===== src/design/swm_pkg.sv =====
// Shared types and constants for the sliding window maximum unit.
package swm_pkg;

    localparam int SAMPLE_WIDTH       = 16;
    localparam int WINDOW_LEN_WIDTH   = 7;
    localparam int DEFAULT_MAX_WINDOW = 64;

    // Input word: one sample and the end-of-sequence flag.
    typedef struct packed {
        logic signed [SAMPLE_WIDTH-1:0] sample;
        logic                           last;
    } src_word_t;

    // Output word: window maximum and the copied end flag.
    typedef struct packed {
        logic signed [SAMPLE_WIDTH-1:0] window_max;
        logic                           last_res;
    } dst_word_t;

endpackage


===== src/design/swm_cell.sv =====
// One cell of the monotonic queue chain: holds one entry, shifts and evicts in place.
module swm_cell #(
    parameter int POS_WIDTH = 6
) (
    input  logic                                   clk,
    input  logic                                   rst_n,
    input  logic                                   advance,
    input  logic                                   clear,
    input  logic                                   retire,
    input  logic signed [swm_pkg::SAMPLE_WIDTH-1:0] sample,
    input  logic [POS_WIDTH-1:0]                   cur_pos,
    input  logic                                   right_valid,
    input  logic signed [swm_pkg::SAMPLE_WIDTH-1:0] right_value,
    input  logic [POS_WIDTH-1:0]                   right_pos,
    input  logic                                   left_keep,
    output logic                                   keep,
    output logic                                   valid_reg,
    output logic signed [swm_pkg::SAMPLE_WIDTH-1:0] value_reg,
    output logic [POS_WIDTH-1:0]                   pos_reg,
    output logic signed [swm_pkg::SAMPLE_WIDTH-1:0] value_next
);
    import swm_pkg::*;

    logic                           cand_valid;
    logic signed [SAMPLE_WIDTH-1:0] cand_value;
    logic [POS_WIDTH-1:0]           cand_pos;
    logic                           valid_next;
    logic [POS_WIDTH-1:0]           pos_next;

    // Pick the entry this cell sees after the front retires
    always_comb
    begin
        if (retire)
        begin
            cand_valid = right_valid;
            cand_value = right_value;
            cand_pos   = right_pos;
        end
        else
        begin
            cand_valid = valid_reg;
            cand_value = value_reg;
            cand_pos   = pos_reg;
        end
    end

    // Keep the entry unless the new sample is strictly larger
    assign keep = cand_valid && (cand_value >= sample);

    // Take the new sample in the first cell whose entry was evicted
    always_comb
    begin
        if (keep)
        begin
            valid_next = 1'b1;
            value_next = cand_value;
            pos_next   = cand_pos;
        end
        else if (left_keep)
        begin
            valid_next = 1'b1;
            value_next = sample;
            pos_next   = cur_pos;
        end
        else
        begin
            valid_next = 1'b0;
            value_next = cand_value;
            pos_next   = cand_pos;
        end
    end

    // Drop the entry on clear, advance it on each accepted word
    always_ff @(posedge clk or negedge rst_n)
    begin
        if (!rst_n)
        begin
            valid_reg <= 1'b0;
        end
        else if (clear)
        begin
            valid_reg <= 1'b0;
        end
        else if (advance)
        begin
            valid_reg <= valid_next;
        end
    end

    // Hold payload until the next accepted word
    always_ff @(posedge clk)
    begin
        if (advance)
        begin
            value_reg <= value_next;
            pos_reg   <= pos_next;
        end
    end

endmodule


===== src/design/sliding_window_maximum_unit.sv =====
// Sliding window maximum unit: top level with control, cell chain and output register.
//
// Usage: signed samples arrive on the src channel (src_valid, src_stall, src_data),
// one word per cycle while src_stall is low. From the window_len-th sample of a
// sequence on, each sample yields one word on the dst channel: the maximum of the
// latest window_len samples, with last_res copying the sample's last flag. Shorter
// sequences yield no word. An accepted word with last set ends the sequence and
// empties the queue. The queue is a chain of MAX_WINDOW cells, each holding one
// entry; all cells shift and evict together, sustaining one word per cycle while
// src_stall is low. dst_valid is registered and rises in the next cycle.
// The cfg channel (cfg_valid, cfg_ready, cfg_data) writes window_len; cfg_ready is
// always high, and a write also restarts the sequence. Write it only when idle.
// A window_len of zero acts as one; values above MAX_WINDOW act as MAX_WINDOW.
// Reset empties the queue, sets window_len to one and clears dst_valid.
// When dst_stall holds a pending result, src_stall rises in the same cycle and
// the pending word stays unchanged until it is taken.
module sliding_window_maximum_unit #(
    parameter int MAX_WINDOW = swm_pkg::DEFAULT_MAX_WINDOW
) (
    input  logic                                     clk,
    input  logic                                     rst_n,
    input  logic                                     src_valid,
    output logic                                     src_stall,
    input  swm_pkg::src_word_t                       src_data,
    output logic                                     dst_valid,
    input  logic                                     dst_stall,
    output swm_pkg::dst_word_t                       dst_data,
    input  logic                                     cfg_valid,
    output logic                                     cfg_ready,
    input  logic [swm_pkg::WINDOW_LEN_WIDTH-1:0]     cfg_data
);
    import swm_pkg::*;

    localparam int PW = (MAX_WINDOW > 1) ? $clog2(MAX_WINDOW) : 1;
    localparam int SW = $clog2(MAX_WINDOW + 1);
    localparam int CW = (SW > WINDOW_LEN_WIDTH) ? SW : WINDOW_LEN_WIDTH;
    localparam int LW = SW + 1;

    logic [WINDOW_LEN_WIDTH-1:0] window_len_reg;
    logic [SW-1:0]               seen_reg;
    logic [SW-1:0]               seen_next;
    logic [PW-1:0]               pos_reg;
    logic [PW-1:0]               pos_next;
    logic                        dst_valid_reg;
    dst_word_t                   dst_data_reg;

    logic                        accept;
    logic                        cfg_write;
    logic                        clear;
    logic                        retire;
    logic                        result;
    logic [CW-1:0]               len_ext;
    logic [SW-1:0]               win;
    logic [LW-1:0]               leave_sum;
    logic [PW-1:0]               leaving;

    logic                        cell_valid [MAX_WINDOW];
    logic signed [SAMPLE_WIDTH-1:0] cell_value [MAX_WINDOW];
    logic [PW-1:0]               cell_pos [MAX_WINDOW];
    logic                        cell_keep [MAX_WINDOW];
    logic signed [SAMPLE_WIDTH-1:0] cell_value_next [MAX_WINDOW];

    // Handshakes
    assign src_stall = dst_valid_reg && dst_stall;
    assign accept    = src_valid && !src_stall;
    assign cfg_ready = 1'b1;
    assign cfg_write = cfg_valid && cfg_ready;
    assign clear     = cfg_write || (accept && src_data.last);

    // Clamp the window length to one through MAX_WINDOW
    always_comb
    begin
        len_ext = CW'(window_len_reg);
        if (len_ext == '0)
        begin
            win = SW'(1);
        end
        else if (len_ext > CW'(MAX_WINDOW))
        begin
            win = SW'(MAX_WINDOW);
        end
        else
        begin
            win = len_ext[SW-1:0];
        end
    end

    // Position leaving the window, modulo MAX_WINDOW
    always_comb
    begin
        leave_sum = LW'(pos_reg) + LW'(MAX_WINDOW) - LW'(win);
        if (leave_sum >= LW'(MAX_WINDOW))
        begin
            leave_sum = leave_sum - LW'(MAX_WINDOW);
        end
        leaving = leave_sum[PW-1:0];
    end

    // Retire the front entry once it falls out of the window
    assign retire = (seen_reg >= win) && cell_valid[0] && (cell_pos[0] == leaving);

    // Advance position and fill counters
    always_comb
    begin
        if (pos_reg == PW'(MAX_WINDOW - 1))
        begin
            pos_next = '0;
        end
        else
        begin
            pos_next = pos_reg + PW'(1);
        end
        if (seen_reg < win)
        begin
            seen_next = seen_reg + SW'(1);
        end
        else
        begin
            seen_next = seen_reg;
        end
    end

    assign result = seen_next >= win;

    // Chain of queue cells, front at index zero
    for (genvar i = 0; i < MAX_WINDOW; i++)
    begin : g_cell
        logic                           right_valid;
        logic signed [SAMPLE_WIDTH-1:0] right_value;
        logic [PW-1:0]                  right_pos;
        logic                           left_keep;

        if (i == MAX_WINDOW - 1)
        begin : g_tail
            assign right_valid = 1'b0;
            assign right_value = cell_value[i];
            assign right_pos   = cell_pos[i];
        end
        else
        begin : g_body
            assign right_valid = cell_valid[i+1];
            assign right_value = cell_value[i+1];
            assign right_pos   = cell_pos[i+1];
        end

        if (i == 0)
        begin : g_head
            assign left_keep = 1'b1;
        end
        else
        begin : g_link
            assign left_keep = cell_keep[i-1];
        end

        swm_cell #(
            .POS_WIDTH (PW)
        ) u_cell (
            .clk         (clk),
            .rst_n       (rst_n),
            .advance     (accept),
            .clear       (clear),
            .retire      (retire),
            .sample      (src_data.sample),
            .cur_pos     (pos_reg),
            .right_valid (right_valid),
            .right_value (right_value),
            .right_pos   (right_pos),
            .left_keep   (left_keep),
            .keep        (cell_keep[i]),
            .valid_reg   (cell_valid[i]),
            .value_reg   (cell_value[i]),
            .pos_reg     (cell_pos[i]),
            .value_next  (cell_value_next[i])
        );
    end

    // Window length register
    always_ff @(posedge clk or negedge rst_n)
    begin
        if (!rst_n)
        begin
            window_len_reg <= WINDOW_LEN_WIDTH'(1);
        end
        else if (cfg_write)
        begin
            window_len_reg <= cfg_data;
        end
    end

    // Sequence counters
    always_ff @(posedge clk or negedge rst_n)
    begin
        if (!rst_n)
        begin
            seen_reg <= '0;
            pos_reg  <= '0;
        end
        else if (clear)
        begin
            seen_reg <= '0;
            pos_reg  <= '0;
        end
        else if (accept)
        begin
            seen_reg <= seen_next;
            pos_reg  <= pos_next;
        end
    end

    // Output word valid
    always_ff @(posedge clk or negedge rst_n)
    begin
        if (!rst_n)
        begin
            dst_valid_reg <= 1'b0;
        end
        else if (accept)
        begin
            dst_valid_reg <= result;
        end
        else if (!dst_stall)
        begin
            dst_valid_reg <= 1'b0;
        end
    end

    // Output word payload
    always_ff @(posedge clk)
    begin
        if (accept && result)
        begin
            dst_data_reg.window_max <= cell_value_next[0];
            dst_data_reg.last_res   <= src_data.last;
        end
    end

    assign dst_valid = dst_valid_reg;
    assign dst_data  = dst_data_reg;

endmodule


===== config.mk =====
export PLATFORM = sky130hd
export DESIGN_NAME = sliding_window_maximum_unit
export DESIGN_NICKNAME = d
export VERILOG_FILES = /design/src/design/swm_pkg.sv /design/src/design/swm_cell.sv /design/src/design/sliding_window_maximum_unit.sv
export SDC_FILE = /design/constraint.sdc
export NUM_CORES = 2
export LEC_CHECK = 0
export ABC_AREA = 1
export BUFFER_PORTS_ARGS = -buffer_cell sky130_fd_sc_hd__buf_2
export CAP_MARGIN = 20
export CELL_PAD_IN_SITES_DETAIL_PLACEMENT = 2
export CELL_PAD_IN_SITES_GLOBAL_PLACEMENT = 2
export CORE_MARGIN = 2
export CORE_UTILIZATION = 40
export DETAILED_ROUTE_END_ITERATION = 12
export PLACE_DENSITY = 0.86
export RECOVER_POWER = 50
export SYNTH_ARGS = -nofsm -noshare
export SYNTH_HDL_FRONTEND = slang
export SYNTH_SLANG_ARGS = --single-unit

===== constraint.sdc =====
create_clock -name clk -period 49.2 [get_ports clk]
set_input_delay 7.38 -clock clk [delete_from_list [all_inputs] [get_ports clk]]
set_output_delay 7.38 -clock clk [all_outputs]
set_load 0.05 [all_outputs]

==> results.md <==
- Grt ovf: 0
- Largest net degree at the start of global routing: 174
- R2r endpoint: g_cell[53].u_cell.pos_reg[2]
- Nature of the critical path endpoint: flip-flop
- Hold-fix buffer count after cts: 0
- Slack of the critical path: 22.04 ns
- Routed len/inst: roughly 28 um
- Average instance area after synthesis: about 7.4 um2
- Die area: about 280000 um2
- Worst R2R Path Depth: 6
- Crit Path Category: input pin to flip-flop
- Prevailing post-synth register cell: edfxtp_1
- Crit Path Max Fanout: 150
- ANT nets after route: 0
- Clock Path Buffers: 4
- Top cell type by total area after synthesis: edfxtp_1
- Slew Limit Fails: about 2300
- Buf/Inv on CP: 5
- Rel. slew slack: -5.04
- Leakage: ~58 nW
- Fin nets: about 16000
- CP Launch Point: dst_stall
- Skew-Pair Late Insertion Delay: between 0.9 and 1 ns
- CTS tree: done
- EDFF count, synth: ~1400
- Worst-path clk slew: around 0.060 ns
- Core outline area: between 200000 and 300000 um2
- Top delay family on crit path: buffers and inverters
- First-pass GRT wire length: 760 mm
- Hold crit path type: flip-flop to flip-flop
- Die width: between 500 and 600 um
- Async set-reset flop share out of synthesis: 0.0563
- H-tree depth: 4
- IO Pins: 49
- Instance count of the mapped netlist: ~15000
- CP endpoint: g_cell[53].u_cell.pos_reg[2]
- Pre-CTS setup slack: between 30 and 40 ns
- # clock sinks: 1510
- Mapped Area: 111000 um2
- Via-to-Cell Ratio: 6.02
- IO buf count: 47
- DRT Wirelength: 509 mm
- TritonRoute pass-1 iters: 6
- Routability Congestion: roughly 0.85
- Reg2Reg Launch Point: dst_valid
- Layout cells sized above 1: 0.0365
- Final setup vio count: 0
- DP HPWL: between 300 and 400 mm
- Slowest cell on crit path: clkbuf_1
- Die Y: approximately 530 um
- Worst-Margin Slew: 9.06 ns
- Levels on crit path: 7
- Peak supply drop: about 0.026 mV
- Cts repair resizes: 0
- Layout area overhead: 7.52%
- Crit path time final: ~27 ns
- Post-synth top area share: 0.387
- Clk root buf: clkbuf_16
- Max FFs per register: 1024
- Clock skew: slightly below 0.1 ns
- Unrepaired setup endpoints after global routing: false
- Initial antenna violation count: 29
- Netlist cell types: 43
- Total GRT Usage: 0.354
- WP data required: 49.41 ns
- Slowest stage delay, CP: between 6 and 7 ns
- Reg2Reg Setup Slack: between 20 and 30 ns
- Top cells by area, synth: edfxtp_1 39%, nand2_1 22%, ha_1 12%, nand3_1 7.7%, o21ai_0 4.1%
- Fillers: 32000
- Setup Fix Bufs, Post-CTS: 0
- Vias: between 100k and 150k
- Synthesis-stage register bit count: ~1500
- Initial DRC Count: between 10000 and 15000
- Starting Density: 0.401
- Num rows: 193
- Violated checks: capacitance limit, slew limit
- Most used cell, CP: clkbuf_1
- Setup TNS: 0 ns
- WP data arrival: 27.37 ns
- Pwr per Cell Area: 34.0 nW/um2
- Sequential share of the synthesized area: 0.406
- Final worst-path cycle share: 0.552
- Synthesized net count: about 16000
- Max-cap violations: 47
- Outcome: finished, violations left
- Cells along the critical path: buf_2 -> nand2_1 -> nand2_1 -> clkinvlp_2 -> clkbuf_1 -> clkbuf_1 -> clkbuf_1
- Final hold violation count: 0
- DRC: 0
- Inserted Clock Buffers: just under 200
- F_max: 36.8 MHz
- Vias in the first global route: around 120k
- Critical Path Start Type: input pin
- Synth warn: 0
==> metal layers <==
| layer | up-vias | routed length [um] | GRT usage | share of wire |
|---|---|---|---|---|
| li1 | 48300 | - | - | - |
| met3 | 1431 | 38700 | 0.0571 | 0.076 |
| met5 | - | 135 | 0 | 0.00027 |
| met1 | 56100 | 206000 | 0.451 | 0.40 |
| met4 | 20 | 29000 | 0.181 | 0.057 |
| met2 | 4394 | 236000 | 0.580 | 0.46 |
==> tightest hold or removal path, stage by stage (launching register included) <==
cell     delay (ns)
dfrtp_1        0.34
nand2_1        0.05
nand2_1        0.05
==> synth_stat cells, types with 11 or more instances <==
cell,number
edfxtp_1,1425
a21oi_1,402
nand3_2,28
nand2_2,21
clkbuf_1,337
nand3_1,1694
buf_6,26
inv_2,11
nor2_2,19
o21bai_1,25
o21a_1,61
o21ai_0,903
a21boi_0,16
dfrtp_1,84
inv_1,1175
ha_1,1045
nand2_1,6342
buf_2,454
nor2_1,325
nand4_1,102
buf_1,23
clkbuf_4,15
nand3b_1,28
buf_4,18
o21ai_1,252
==> per-stage QoR <==
stage | util | cells | area [um2] | total power (W) | hold WS [ns]
global route | 0.431 | 18300 | 119000 | 0.00418 | 0.518
CTS | 0.432 | 18300 | 119000 | 0.00401 | 0.489
detailed placement | 0.409 | 17900 | 113000 | 0.00250 | 0.473
finish | 0.431 | 18300 | 119000 | 0.00404 | 0.483
global placement | 0.409 | 17900 | 113000 | 0.00243 | 0.461
floorplan | - | 14900 | 111000 | 0.00233 | 0.449
==> worst min path at each step <==
stage	from	to	slack [ns]	cells after the start
after floorplan	g_cell[63].u_cell.valid_reg	g_cell[63].u_cell.valid_reg	0.45	2
after global placement	g_cell[50].u_cell.valid_reg	g_cell[50].u_cell.valid_reg	0.46	2
after detailed placement	g_cell[37].u_cell.valid_reg	g_cell[37].u_cell.valid_reg	0.47	2
after CTS	g_cell[49].u_cell.valid_reg	g_cell[49].u_cell.valid_reg	0.49	2
after global routing	g_cell[63].u_cell.valid_reg	g_cell[63].u_cell.valid_reg	0.52	2
final	g_cell[49].u_cell.valid_reg	g_cell[49].u_cell.valid_reg	0.48	2
==> area by class of cell <==
| class | count | area (um2) | area share |
|---|---|---|---|
| Clock buffer | 285 | 5560 | 0.0468 |
| Tap cell | 3705 | 4640 | 0.0390 |
| Clock inverter | 72 | 631 | 0.00531 |
| Timing Repair Buffer | 214 | 1480 | 0.0125 |
| Antenna cell | 13 | 32.5 | 0.000274 |
| Multi-Input combinational cell | 11300 | 57000 | 0.480 |
| Sequential cell | 1510 | 44900 | 0.378 |
| Inverter | 1187 | 4540 | 0.0382 |
==> power breakdown <==
group	leakage [nW]	total (W)	switching, W	internal (W)
registers	15.0	0.00169	0.0000813	0.00161
logic	40.0	0.000858	0.000614	0.000244
clock network	3.04	0.00149	0.000649	0.000838
total	58.0	0.00404	0.00134	0.00269
==> kinds of logic (layout without fill, tap and decap cells) <==
kind of cell,count (synthesis),in the layout,synth area share
XOR/XNOR,13,13,0.00103
AO/OA/AOI/OAI,1676,1676,0.0785
buffers and inverters,2060,1758,0.0780
AND/OR/NAND/NOR,8591,8591,0.318
flip-flops,1510,1510,0.406
other,1,14,0.0000339
adder cells (fa/ha/maj),1046,1046,0.118
==> cell usage in the layout, fill, tap and decap left out, drive strengths merged, types with 4 or more instances in the layout <==
cell type,instances
nand2,6364
nand3,1722
edfxtp,1425
inv,1189
o21ai,1155
ha,1045
a21oi,402
clkbuf,351
nor2,349
buf,148
nand4,102
dfrtp,84
o21a,61
clkinv,56
nand3b,28
o21bai,25
a21boi,16
diode,13
bufinv,11
nor3,10
xor2,9
and2,8
a21o,8
o22ai,7
nor4,5
xnor2,4
Power figures use the tool's default switching activity.
